## src/hw/rtl/bdq_pkg.sv

```systemverilog
// Shared types and command and error codes for the bounded deque.
package bdq_pkg;

  localparam logic [2:0] CMD_PUSH_FRONT = 3'd0;
  localparam logic [2:0] CMD_PUSH_BACK  = 3'd1;
  localparam logic [2:0] CMD_POP_FRONT  = 3'd2;
  localparam logic [2:0] CMD_POP_BACK   = 3'd3;
  localparam logic [2:0] CMD_READ       = 3'd4;

  localparam logic [1:0] ERR_OK        = 2'd0;
  localparam logic [1:0] ERR_EMPTY     = 2'd1;
  localparam logic [1:0] ERR_FULL      = 2'd2;
  localparam logic [1:0] ERR_BAD_INDEX = 2'd3;

  typedef struct packed {
    logic push_front;
    logic pop_front;
  } shift_op_t;

endpackage

```

## src/hw/rtl/bdq_cell.sv

```systemverilog
// One storage cell of the deque chain, shifting toward either neighbor.
module bdq_cell #(
  parameter int DATA_WIDTH = 32
) (
  input  logic                  clk,
  input  bdq_pkg::shift_op_t    op,
  input  logic                  load_en,
  input  logic                  rd_sel,
  input  logic [DATA_WIDTH-1:0] load_word,
  input  logic [DATA_WIDTH-1:0] left_word,
  input  logic [DATA_WIDTH-1:0] right_word,
  output logic [DATA_WIDTH-1:0] word_q,
  output logic [DATA_WIDTH-1:0] rd_word
);

  logic [DATA_WIDTH-1:0] word_r;

  always_ff @(posedge clk) begin
    if (op.push_front) begin
      word_r <= left_word;
    end else if (op.pop_front) begin
      word_r <= right_word;
    end else if (load_en) begin
      word_r <= load_word;
    end
  end

  assign word_q  = word_r;
  assign rd_word = rd_sel ? word_r : '0;

endmodule

```

## src/hw/rtl/bounded_deque_with_index_read.sv

```systemverilog
// Top level of the bounded deque: command decode, fill count and the cell chain.
//
// A command word (in_cmd, in_value, in_position) is taken at a rising edge of clk
// where start is high and busy is low. busy stays low, so a new command may be
// given in every cycle. Each command yields one result word on the next cycle:
// out_valid is high for exactly that one cycle with out_data, out_error,
// out_count and out_empty_res. Throughput is one command per cycle, and the
// front entry always sits in cell zero.
// A push at the front shifts every cell toward the back, a pop at the front
// shifts every cell toward the front, a push at the back loads the cell just
// past the last entry, and reads select one cell by position.
// A rejected command leaves the state unchanged and reports its error code.
// Reset (rst_n low at a clock edge) empties the deque and clears the strobe;
// the cell contents are not cleared, since no entry is read before it is written.
// The receiver cannot stall; results must be taken in the cycle they appear.
module bounded_deque_with_index_read #(
  parameter int CAPACITY   = 32,
  parameter int DATA_WIDTH = 32
) (
  input  logic        clk,
  input  logic        rst_n,
  input  logic        start,
  output logic        busy,
  input  logic [2:0]  in_cmd,
  input  logic [31:0] in_value,
  input  logic [4:0]  in_position,
  output logic        out_valid,
  output logic [31:0] out_data,
  output logic [1:0]  out_error,
  output logic [5:0]  out_count,
  output logic        out_empty_res
);

  localparam int IW = $clog2(CAPACITY);
  localparam int CW = $clog2(CAPACITY + 1);

  logic [CW-1:0] count_r, count_nxt;
  logic          out_valid_r;
  logic [31:0]   out_data_r;
  logic [1:0]    out_error_r;
  logic [5:0]    out_count_r;
  logic          out_empty_r;

  logic                  accept;
  logic                  full;
  logic                  empty;
  bdq_pkg::shift_op_t    op;
  logic                  load_back;
  logic                  rd_en;
  logic [IW-1:0]         rd_idx;
  logic [1:0]            err;
  logic [63:0]           value_ext;
  logic [DATA_WIDTH-1:0] value_w;
  logic [DATA_WIDTH-1:0] rd_word;
  logic [63:0]           rd_ext;

  logic [DATA_WIDTH-1:0] cell_q  [CAPACITY];
  logic [DATA_WIDTH-1:0] cell_rd [CAPACITY];

  assign busy      = 1'b0;
  assign accept    = start && !busy;
  assign full      = (count_r == CW'(CAPACITY));
  assign empty     = (count_r == '0);
  assign value_ext = {32'b0, in_value};
  assign value_w   = value_ext[DATA_WIDTH-1:0];

  always_comb begin
    op.push_front = 1'b0;
    op.pop_front  = 1'b0;
    load_back     = 1'b0;
    rd_en         = 1'b0;
    rd_idx        = '0;
    err           = bdq_pkg::ERR_OK;
    count_nxt     = count_r;
    case (in_cmd)
      bdq_pkg::CMD_PUSH_FRONT: begin
        if (full) begin
          err = bdq_pkg::ERR_FULL;
        end else begin
          op.push_front = accept;
          count_nxt     = count_r + CW'(1);
        end
      end
      bdq_pkg::CMD_PUSH_BACK: begin
        if (full) begin
          err = bdq_pkg::ERR_FULL;
        end else begin
          load_back = accept;
          count_nxt = count_r + CW'(1);
        end
      end
      bdq_pkg::CMD_POP_FRONT: begin
        if (empty) begin
          err = bdq_pkg::ERR_EMPTY;
        end else begin
          op.pop_front = accept;
          rd_en        = 1'b1;
          count_nxt    = count_r - CW'(1);
        end
      end
      bdq_pkg::CMD_POP_BACK: begin
        if (empty) begin
          err = bdq_pkg::ERR_EMPTY;
        end else begin
          rd_en     = 1'b1;
          rd_idx    = IW'(count_r - CW'(1));
          count_nxt = count_r - CW'(1);
        end
      end
      bdq_pkg::CMD_READ: begin
        if (32'(in_position) >= 32'(count_r)) begin
          err = bdq_pkg::ERR_BAD_INDEX;
        end else begin
          rd_en  = 1'b1;
          rd_idx = IW'(in_position);
        end
      end
      default: begin
      end
    endcase
  end

  for (genvar i = 0; i < CAPACITY; i++) begin : g_cell
    logic [DATA_WIDTH-1:0] left_w;
    logic [DATA_WIDTH-1:0] right_w;
    if (i == 0) begin : g_first
      assign left_w = value_w;
    end else begin : g_mid_l
      assign left_w = cell_q[i-1];
    end
    if (i == CAPACITY - 1) begin : g_last
      assign right_w = '0;
    end else begin : g_mid_r
      assign right_w = cell_q[i+1];
    end
    bdq_cell #(
      .DATA_WIDTH(DATA_WIDTH)
    ) u_cell (
      .clk       (clk),
      .op        (op),
      .load_en   (load_back && (count_r[IW-1:0] == IW'(i))),
      .rd_sel    (rd_en && (rd_idx == IW'(i))),
      .load_word (value_w),
      .left_word (left_w),
      .right_word(right_w),
      .word_q    (cell_q[i]),
      .rd_word   (cell_rd[i])
    );
  end

  always_comb begin
    rd_word = '0;
    for (int i = 0; i < CAPACITY; i++) begin
      rd_word = rd_word | cell_rd[i];
    end
  end

  assign rd_ext = 64'($signed(rd_word));

  always_ff @(posedge clk) begin
    if (!rst_n) begin
      count_r     <= '0;
      out_valid_r <= 1'b0;
    end else begin
      out_valid_r <= accept;
      if (accept) begin
        count_r <= count_nxt;
      end
    end
  end

  always_ff @(posedge clk) begin
    if (accept) begin
      out_data_r  <= rd_ext[31:0];
      out_error_r <= err;
      out_count_r <= 6'(count_nxt);
      out_empty_r <= (count_nxt == '0);
    end
  end

  assign out_valid     = out_valid_r;
  assign out_data      = out_data_r;
  assign out_error     = out_error_r;
  assign out_count     = out_count_r;
  assign out_empty_res = out_empty_r;

  a_result_follows: assert property (@(posedge clk) disable iff (!rst_n)
    accept |=> out_valid)
    else $error("accepted command gave no result");

  a_no_spurious: assert property (@(posedge clk) disable iff (!rst_n)
    !accept |=> !out_valid)
    else $error("result without a command");

  a_count_bound: assert property (@(posedge clk) disable iff (!rst_n)
    32'(count_r) <= 32'(CAPACITY))
    else $error("fill count beyond capacity");

  a_empty_flag: assert property (@(posedge clk) disable iff (!rst_n)
    out_valid |-> (out_empty_res == (out_count == 6'd0)))
    else $error("empty flag disagrees with count");

endmodule
```

## config.mk

```make
export PLATFORM = sky130hd
export DESIGN_NAME = bounded_deque_with_index_read
export DESIGN_NICKNAME = d
export VERILOG_FILES = /design/src/hw/rtl/bdq_pkg.sv /design/src/hw/rtl/bdq_cell.sv /design/src/hw/rtl/bounded_deque_with_index_read.sv
export SDC_FILE = /design/constraint.sdc
export NUM_CORES = 2
export LEC_CHECK = 0
export ABC_AREA = 1
export BUFFER_PORTS_ARGS = -buffer_cell sky130_fd_sc_hd__buf_2
export CAP_MARGIN = 10
export CORE_ASPECT_RATIO = 1.75
export CORE_MARGIN = 1
export CORE_UTILIZATION = 35
export CTS_BUF_LIST = sky130_fd_sc_hd__clkbuf_4 sky130_fd_sc_hd__clkbuf_8 sky130_fd_sc_hd__clkbuf_16
export DETAILED_ROUTE_END_ITERATION = 6
export PLACE_DENSITY = 0.53
export REMOVE_ABC_BUFFERS = 1
export SETUP_SLACK_MARGIN = 0.3
export SYNTH_ARGS = -nofsm -noshare
export SYNTH_HDL_FRONTEND = slang
export SYNTH_SLANG_ARGS = --single-unit
```

## constraint.sdc

```tcl
create_clock -name clk -period 7.9 [get_ports clk]
set_input_delay 0.79 -clock clk [delete_from_list [all_inputs] [get_ports clk]]
set_output_delay 0.79 -clock clk [all_outputs]
set_load 0.005 [all_outputs]
```

Word level (Yosys, flattened, before mapping)
Index checks and enable logic that the tools add are counted.
W data, S select, Z words.
- logic and storage cells: 388
- output and inout port bits: 43
- flip-flop bits (word level): 1072
- input bits: 43
- $add $sub $neg: 2
- equal/unequal tests: 67
- mux-type cells: 146
- bitwise gates (word level): 31
- $lt $le $gt $ge: 1
- reductions and logical operators: 103
- operators with widths (kind ; number):
    $mux W32 ; 128
    $or A32 B32 Y32 ; 31
    $eq A5 B5 Y1 const B ; 32
    $reduce_bool A3 Y1 ; 32
    $eq A5 B4 Y1 const B ; 16
    $logic_and A1 B1 Y1 ; 64
    $eq A5 B3 Y1 const B ; 8
    $eq A5 B2 Y1 const B ; 4
    $logic_not A6 Y1 ; 2
    $mux W6 ; 2
    $pmux W6 S2 ; 1
    $eq A5 B1 Y1 const B ; 2
    $logic_not A5 Y1 ; 2
    $mux W5 ; 2
    $pmux W5 S2 ; 1
    $mux W1 ; 8
    $add A6 B1 Y6 const B ; 1
    $eq A3 B2 Y1 const B ; 2
    $eq A6 B6 Y1 const B ; 1
    $ge A5 B6 Y1 ; 1
    $pmux W2 S3 ; 1
    $sub A6 B1 Y6 const B ; 1
    $mux W2 ; 2
    $reduce_or A2 Y1 ; 2
    4 further kinds ; 4

Depth between registers and ports, before layout
- depth in word-level cells: 37
- mapped depth: 20
- mapped depth without buffers: 18

Cells and area by module
A second synthesis with hierarchy kept.
- cells, all modules: 11612
- area, all modules: 76394.5 µm²
- modules (own cells, without submodules) (module ; cells an instance ; area each (µm²) ; seq. area each (µm²) ; instances):
    bdq_cell ; 341 ; 2229.6 ; 960.9 ; 32
    bounded_deque_with_index_read ; 700 ; 5046.1 ; 1371.3 ; 1

Worst setup path after synthesis
Ideal clock, no wire load.
- kind: input -> register
- start point: input in_cmd[1]
- end point: register g_cell[1].u_cell.word_r[0] (enable)
- data arrival time: 5.161 ns
- path buffers: 1
- setup slack: 2.228 ns
- setup time: 0.511 ns
- required time: 7.389 ns
- stages on the path: 6
- cells stage by stage: nor2_1 > inv_1 > nor4_1 > inv_1 > clkbuf_1 > o41ai_1
- longest elaborated chain between the ends: 4
- elaborated cells between the ends (all ways): 8
- classes of those cells: eq/ne (2); mux (3); reduce/logical (3)
- ends and longest elaborated chain (element ; RTL line ; source):
    start, declared ; bounded_deque_with_index_read.sv:24 ; input logic [2:0] in_cmd,
    $eq A3 B1 Y1 ; bounded_deque_with_index_read.sv:75 ; case (in_cmd)
    $mux W1 ; bounded_deque_with_index_read.sv:75 ;
    $logic_and A1 B1 Y1 ; bounded_deque_with_index_read.sv:141 ; .load_en (load_back && (count_r[IW-1:0] == IW'(i))),
    $reduce_bool A3 Y1 (no source line) * ; - ;
    end signal, assigned ; bdq_cell.sv:20 ; word_r <= left_word;
    end signal, assigned ; bdq_cell.sv:22 ; word_r <= right_word;
    end signal, assigned ; bdq_cell.sv:24 ; word_r <= load_word;
    end, declared ; bdq_cell.sv:16 ; logic [DATA_WIDTH-1:0] word_r;
Mark *: on every way between the ends. The rest lies on a longest branch, timed or not.
A chain may end at the register's enable or synchronous reset.

Final worst setup path
- start point: register count_r[4]
- end point: register g_cell[2].u_cell.word_r[28] (data pin)
- longest elaborated chain between the ends: 5
- elaborated cells between the ends (all ways): 8
- classes of those cells: eq/ne (1); mux (6); reduce/logical (1)
- ends and longest elaborated chain (element ; RTL line ; source):
    start, declared ; bounded_deque_with_index_read.sv:37 ; logic [CW-1:0] count_r, count_nxt;
    start signal, assigned ; bounded_deque_with_index_read.sv:167 ; count_r <= count_nxt;
    $logic_not A6 Y1 ; bounded_deque_with_index_read.sv:63 ; assign empty = (count_r == '0);
    $mux W1 ; bounded_deque_with_index_read.sv:93 ; if (empty) begin
    $mux W1 ; bounded_deque_with_index_read.sv:75 ;
    $mux W32 ; bdq_cell.sv:21 ; end else if (op.pop_front) begin
    $mux W32 * ; bdq_cell.sv:19 ; if (op.push_front) begin
    end signal, assigned ; bdq_cell.sv:20 ;
    end signal, assigned ; bdq_cell.sv:22 ;
    end signal, assigned ; bdq_cell.sv:24 ;
    end, declared ; bdq_cell.sv:16 ;
Marked as above.

==> results.py <==
metrics = {
    "clocking": {
        "cts_max_level": 3,
        "cts.path.max_buffers": 3,
        "cts_made_buffers": 105,
        "ctsResizeCount": 0,
        "cts_sinks": 1072,
        "cts_tree": "built",
        "clkTransAtPathRegs_ns": 0.07,
        "cts_root_buffer": "clkbuf_16",
        "postCtsSetupBuffers": 0,
        "cts_hold_buf": 0,
        "insertion_delay_ns": 0.74,
    },
    "run_status": {
        "violations": "design-rule violations",
        "outcome": "finished with violations",
    },
    "critical_path": {
        "required_ns": 8.43,
        "end_kind": "flop",
        "cp_max_fo": 65,
        "cp.arrival_ns": 5.94,
        "startpoint_type": "flop",
        "rrSetupSlack_ns": 2.49,
        "critPathKind": "reg2reg",
    },
    "sta": {
        "finalMaxSlewViolations": 0,
        "setup_viol": 0,
        "period_needed_ns": 5.41,
        "timing.final.ws_setup_ns": 2.49,
        "fmax_mhz": 185,
        "fin_skew_ns": 0.0282,
        "tightest_slew_ns": 1.22,
        "setup_tns_ns": 0,
        "rsz0062_at_grt": "false",
        "post-route-period-util": 0.685,
        "slew_headroom": 0.190,
        "hold_viol": 0,
    },
    "flow_run": {
        "maxCapViolCount": 0,
    },
    "drt": {
        "via_per_inst": 5.91,
        "wire_per_inst_um": 25.5,
        "totalWireLength_um": 228000,
        "via_count": 52800,
        "antenna_left": 0,
        "drtIter0Drc": 6990,
        "firstDrtPassIters": 7,
        "drcViolationCount": 3,
    },
    "floorplan": {
        "dieWidth_um": 310,
        "start_util": 0.353,
        "core-area_mm2": 0.165,
        "die_h_um": 542,
        "io_pins": 86,
        "die_area_mm2": 0.168,
        "rows": 197,
    },
    "yosys": {
        "synth_area_per_cell_um2": 8.39,
        "synth_ff_type": "edfxtp_1",
        "yosys-top-cells-count": "nand2_1, nand3_1, edfxtp_1, nand4_1, nor2_1",
        "synth_top_cell_area_share": 0.549,
        "synth_area_mm2": 0.0583,
        "ys_seq_area_frac": 0.551,
        "synth_seq_cells": 1072,
        "syn_inst": 6950,
        "yosysMostFrequentCell": "nand2_1",
        "synth_cell_types": 33,
        "async_flop_share": 0,
        "yosys_warnings": 0,
        "yosys.area.top_type": "edfxtp_1",
        "synth_edf_count": 1065,
        "synth_area_leaders": "edfxtp_1, nand2_1, nand3_1",
    },
    "layout": {
        "nets": 6715,
        "area_delta_synth_final_pct": 9.21,
        "multi_input_area_mm2": 0.0236,
        "drive_gt1_frac": 0.0658,
        "filler_cell_count": 16800,
        "regArea_mm2": 0.0321,
    },
    "global_route": {
        "overflow": 0,
        "grt_pass1_vias": 50200,
        "grt_max_degree": 226,
        "grt_pass1_wl_um": 335000,
        "track_usage": 0.267,
        "antenna_found_initial": 5,
    },
    "power_and_ir_drop": {
        "irDropWorstVdd_v": 0.000182,
        "p_per_area_mw_per_mm2": 214,
        "p_leak_nw": 23.8,
    },
    "placement": {
        "portBuffers": 84,
        "place.gp.congestion": 0.829,
        "dp_slack_ns": 2.56,
        "hpwl_um": 119000,
    },
    "worst_hold_path": {
        "min_path_type": "in2reg",
    },
}
## worst paths after layout
path / cells past startpoint / start / to
max: 12 / count_r[4] / g_cell[2].u_cell.word_q[28]
min: 3 / rst_n / count_r[0]
max reg2reg: 12 / count_r[4] / g_cell[2].u_cell.word_q[28]
min reg2reg: 2 / g_cell[31].u_cell.word_q[25] / g_cell[30].u_cell.word_q[25]
## layout make-up
| type | instances | area share |
|---|---|---|
| Inverter | 79 | 0.00501 |
| Tap cell | 2189 | 0.0430 |
| Timing Repair Buffer | 194 | 0.0221 |
| Multi-Input combinational cell | 5207 | 0.371 |
| Antenna cell | 2 | 0.0000786 |
| Clock inverter | 67 | 0.0104 |
| Sequential cell | 1072 | 0.505 |
| Clock buffer | 124 | 0.0439 |
## report_power, final
group | total (mW) | internal (mW) | switching, mW
clock network | 5.33 | 2.89 | 2.44
logic | 1.49 | 0.304 | 1.19
registers | 6.80 | 6.62 | 0.176
total | 13.6 | 9.81 | 3.80
## stage by stage
stage               instance area (um^2)   util  cells  hold slack [ns]  power, mW
floorplan                          55600      -   6358            0.524       7.84
global placement                   60200  0.365   8740            0.548       8.35
CTS                                63600  0.386   8931            0.311       13.7
global route                       63700  0.386   8933            0.364       14.0
finish                             63700  0.386   8934            0.344       13.6
detailed placement                 60200  0.365   8740            0.560       8.38
## state kept, by name, indices dropped and copies added (netlist names)
name,flops
count_r,6
g_cell.u_cell.word_q,1024
out_count,6
out_data,32
out_empty_res,1
out_error,2
out_valid,1
## metal layers
layer | track usage | share of wire | vias up
met2 | 0.433 | 0.47 | 2858
met5 | 0 | 0.00015 | -
met1 | 0.350 | 0.39 | 26000
met3 | 0.0404 | 0.091 | 505
met4 | 0.119 | 0.048 | 6
li1 | - | - | 23500
## critical path: stages (launching register included)
cell      delay [ns]
dfxtp_1         0.30
buf_4           0.25
inv_1           0.09
buf_4           0.39
nand4_4         0.22
nand2_2         0.19
nor3_4          0.07
inv_4           0.72
nand2_1         0.21
inv_4           0.72
buf_4           0.67
nand2_1         0.89
o211ai_1        0.34
## placed cells by master (no fill, tap or decap), drive strengths merged
master,Yosys,routed
diode,0,2
edfxtp,1065,1065
xor2,3,3
o211ai,33,33
nand2,2734,2734
conb,1,1
o41ai,12,12
clkbuf,239,124
nand4,455,455
o211a,1,1
o31ai,17,17
a21oi,4,4
nor3,8,8
dfxtp,7,7
o221ai,2,2
nand3,1527,1527
a21boi,1,1
o21ai,43,43
buf,353,194
ha,13,13
bufinv,0,11
inv,77,81
clkinvlp,0,3
nor2,351,351
nor4,2,2
clkinv,2,51
## logic make-up (layout without fill, tap and decap cells)
group,count (synthesis),count (layout),share of synthesized area
AO/OA/AOI/OAI,113,113,0.0129
buffers and inverters,671,464,0.0506
other,1,3,0.0000643
AND/OR/NAND/NOR,5077,5077,0.382
XOR/XNOR,3,3,0.000451
adder cells (fa/ha/maj),13,13,0.00279
flip-flops,1072,1072,0.551
(Power assumes the default switching activity.)
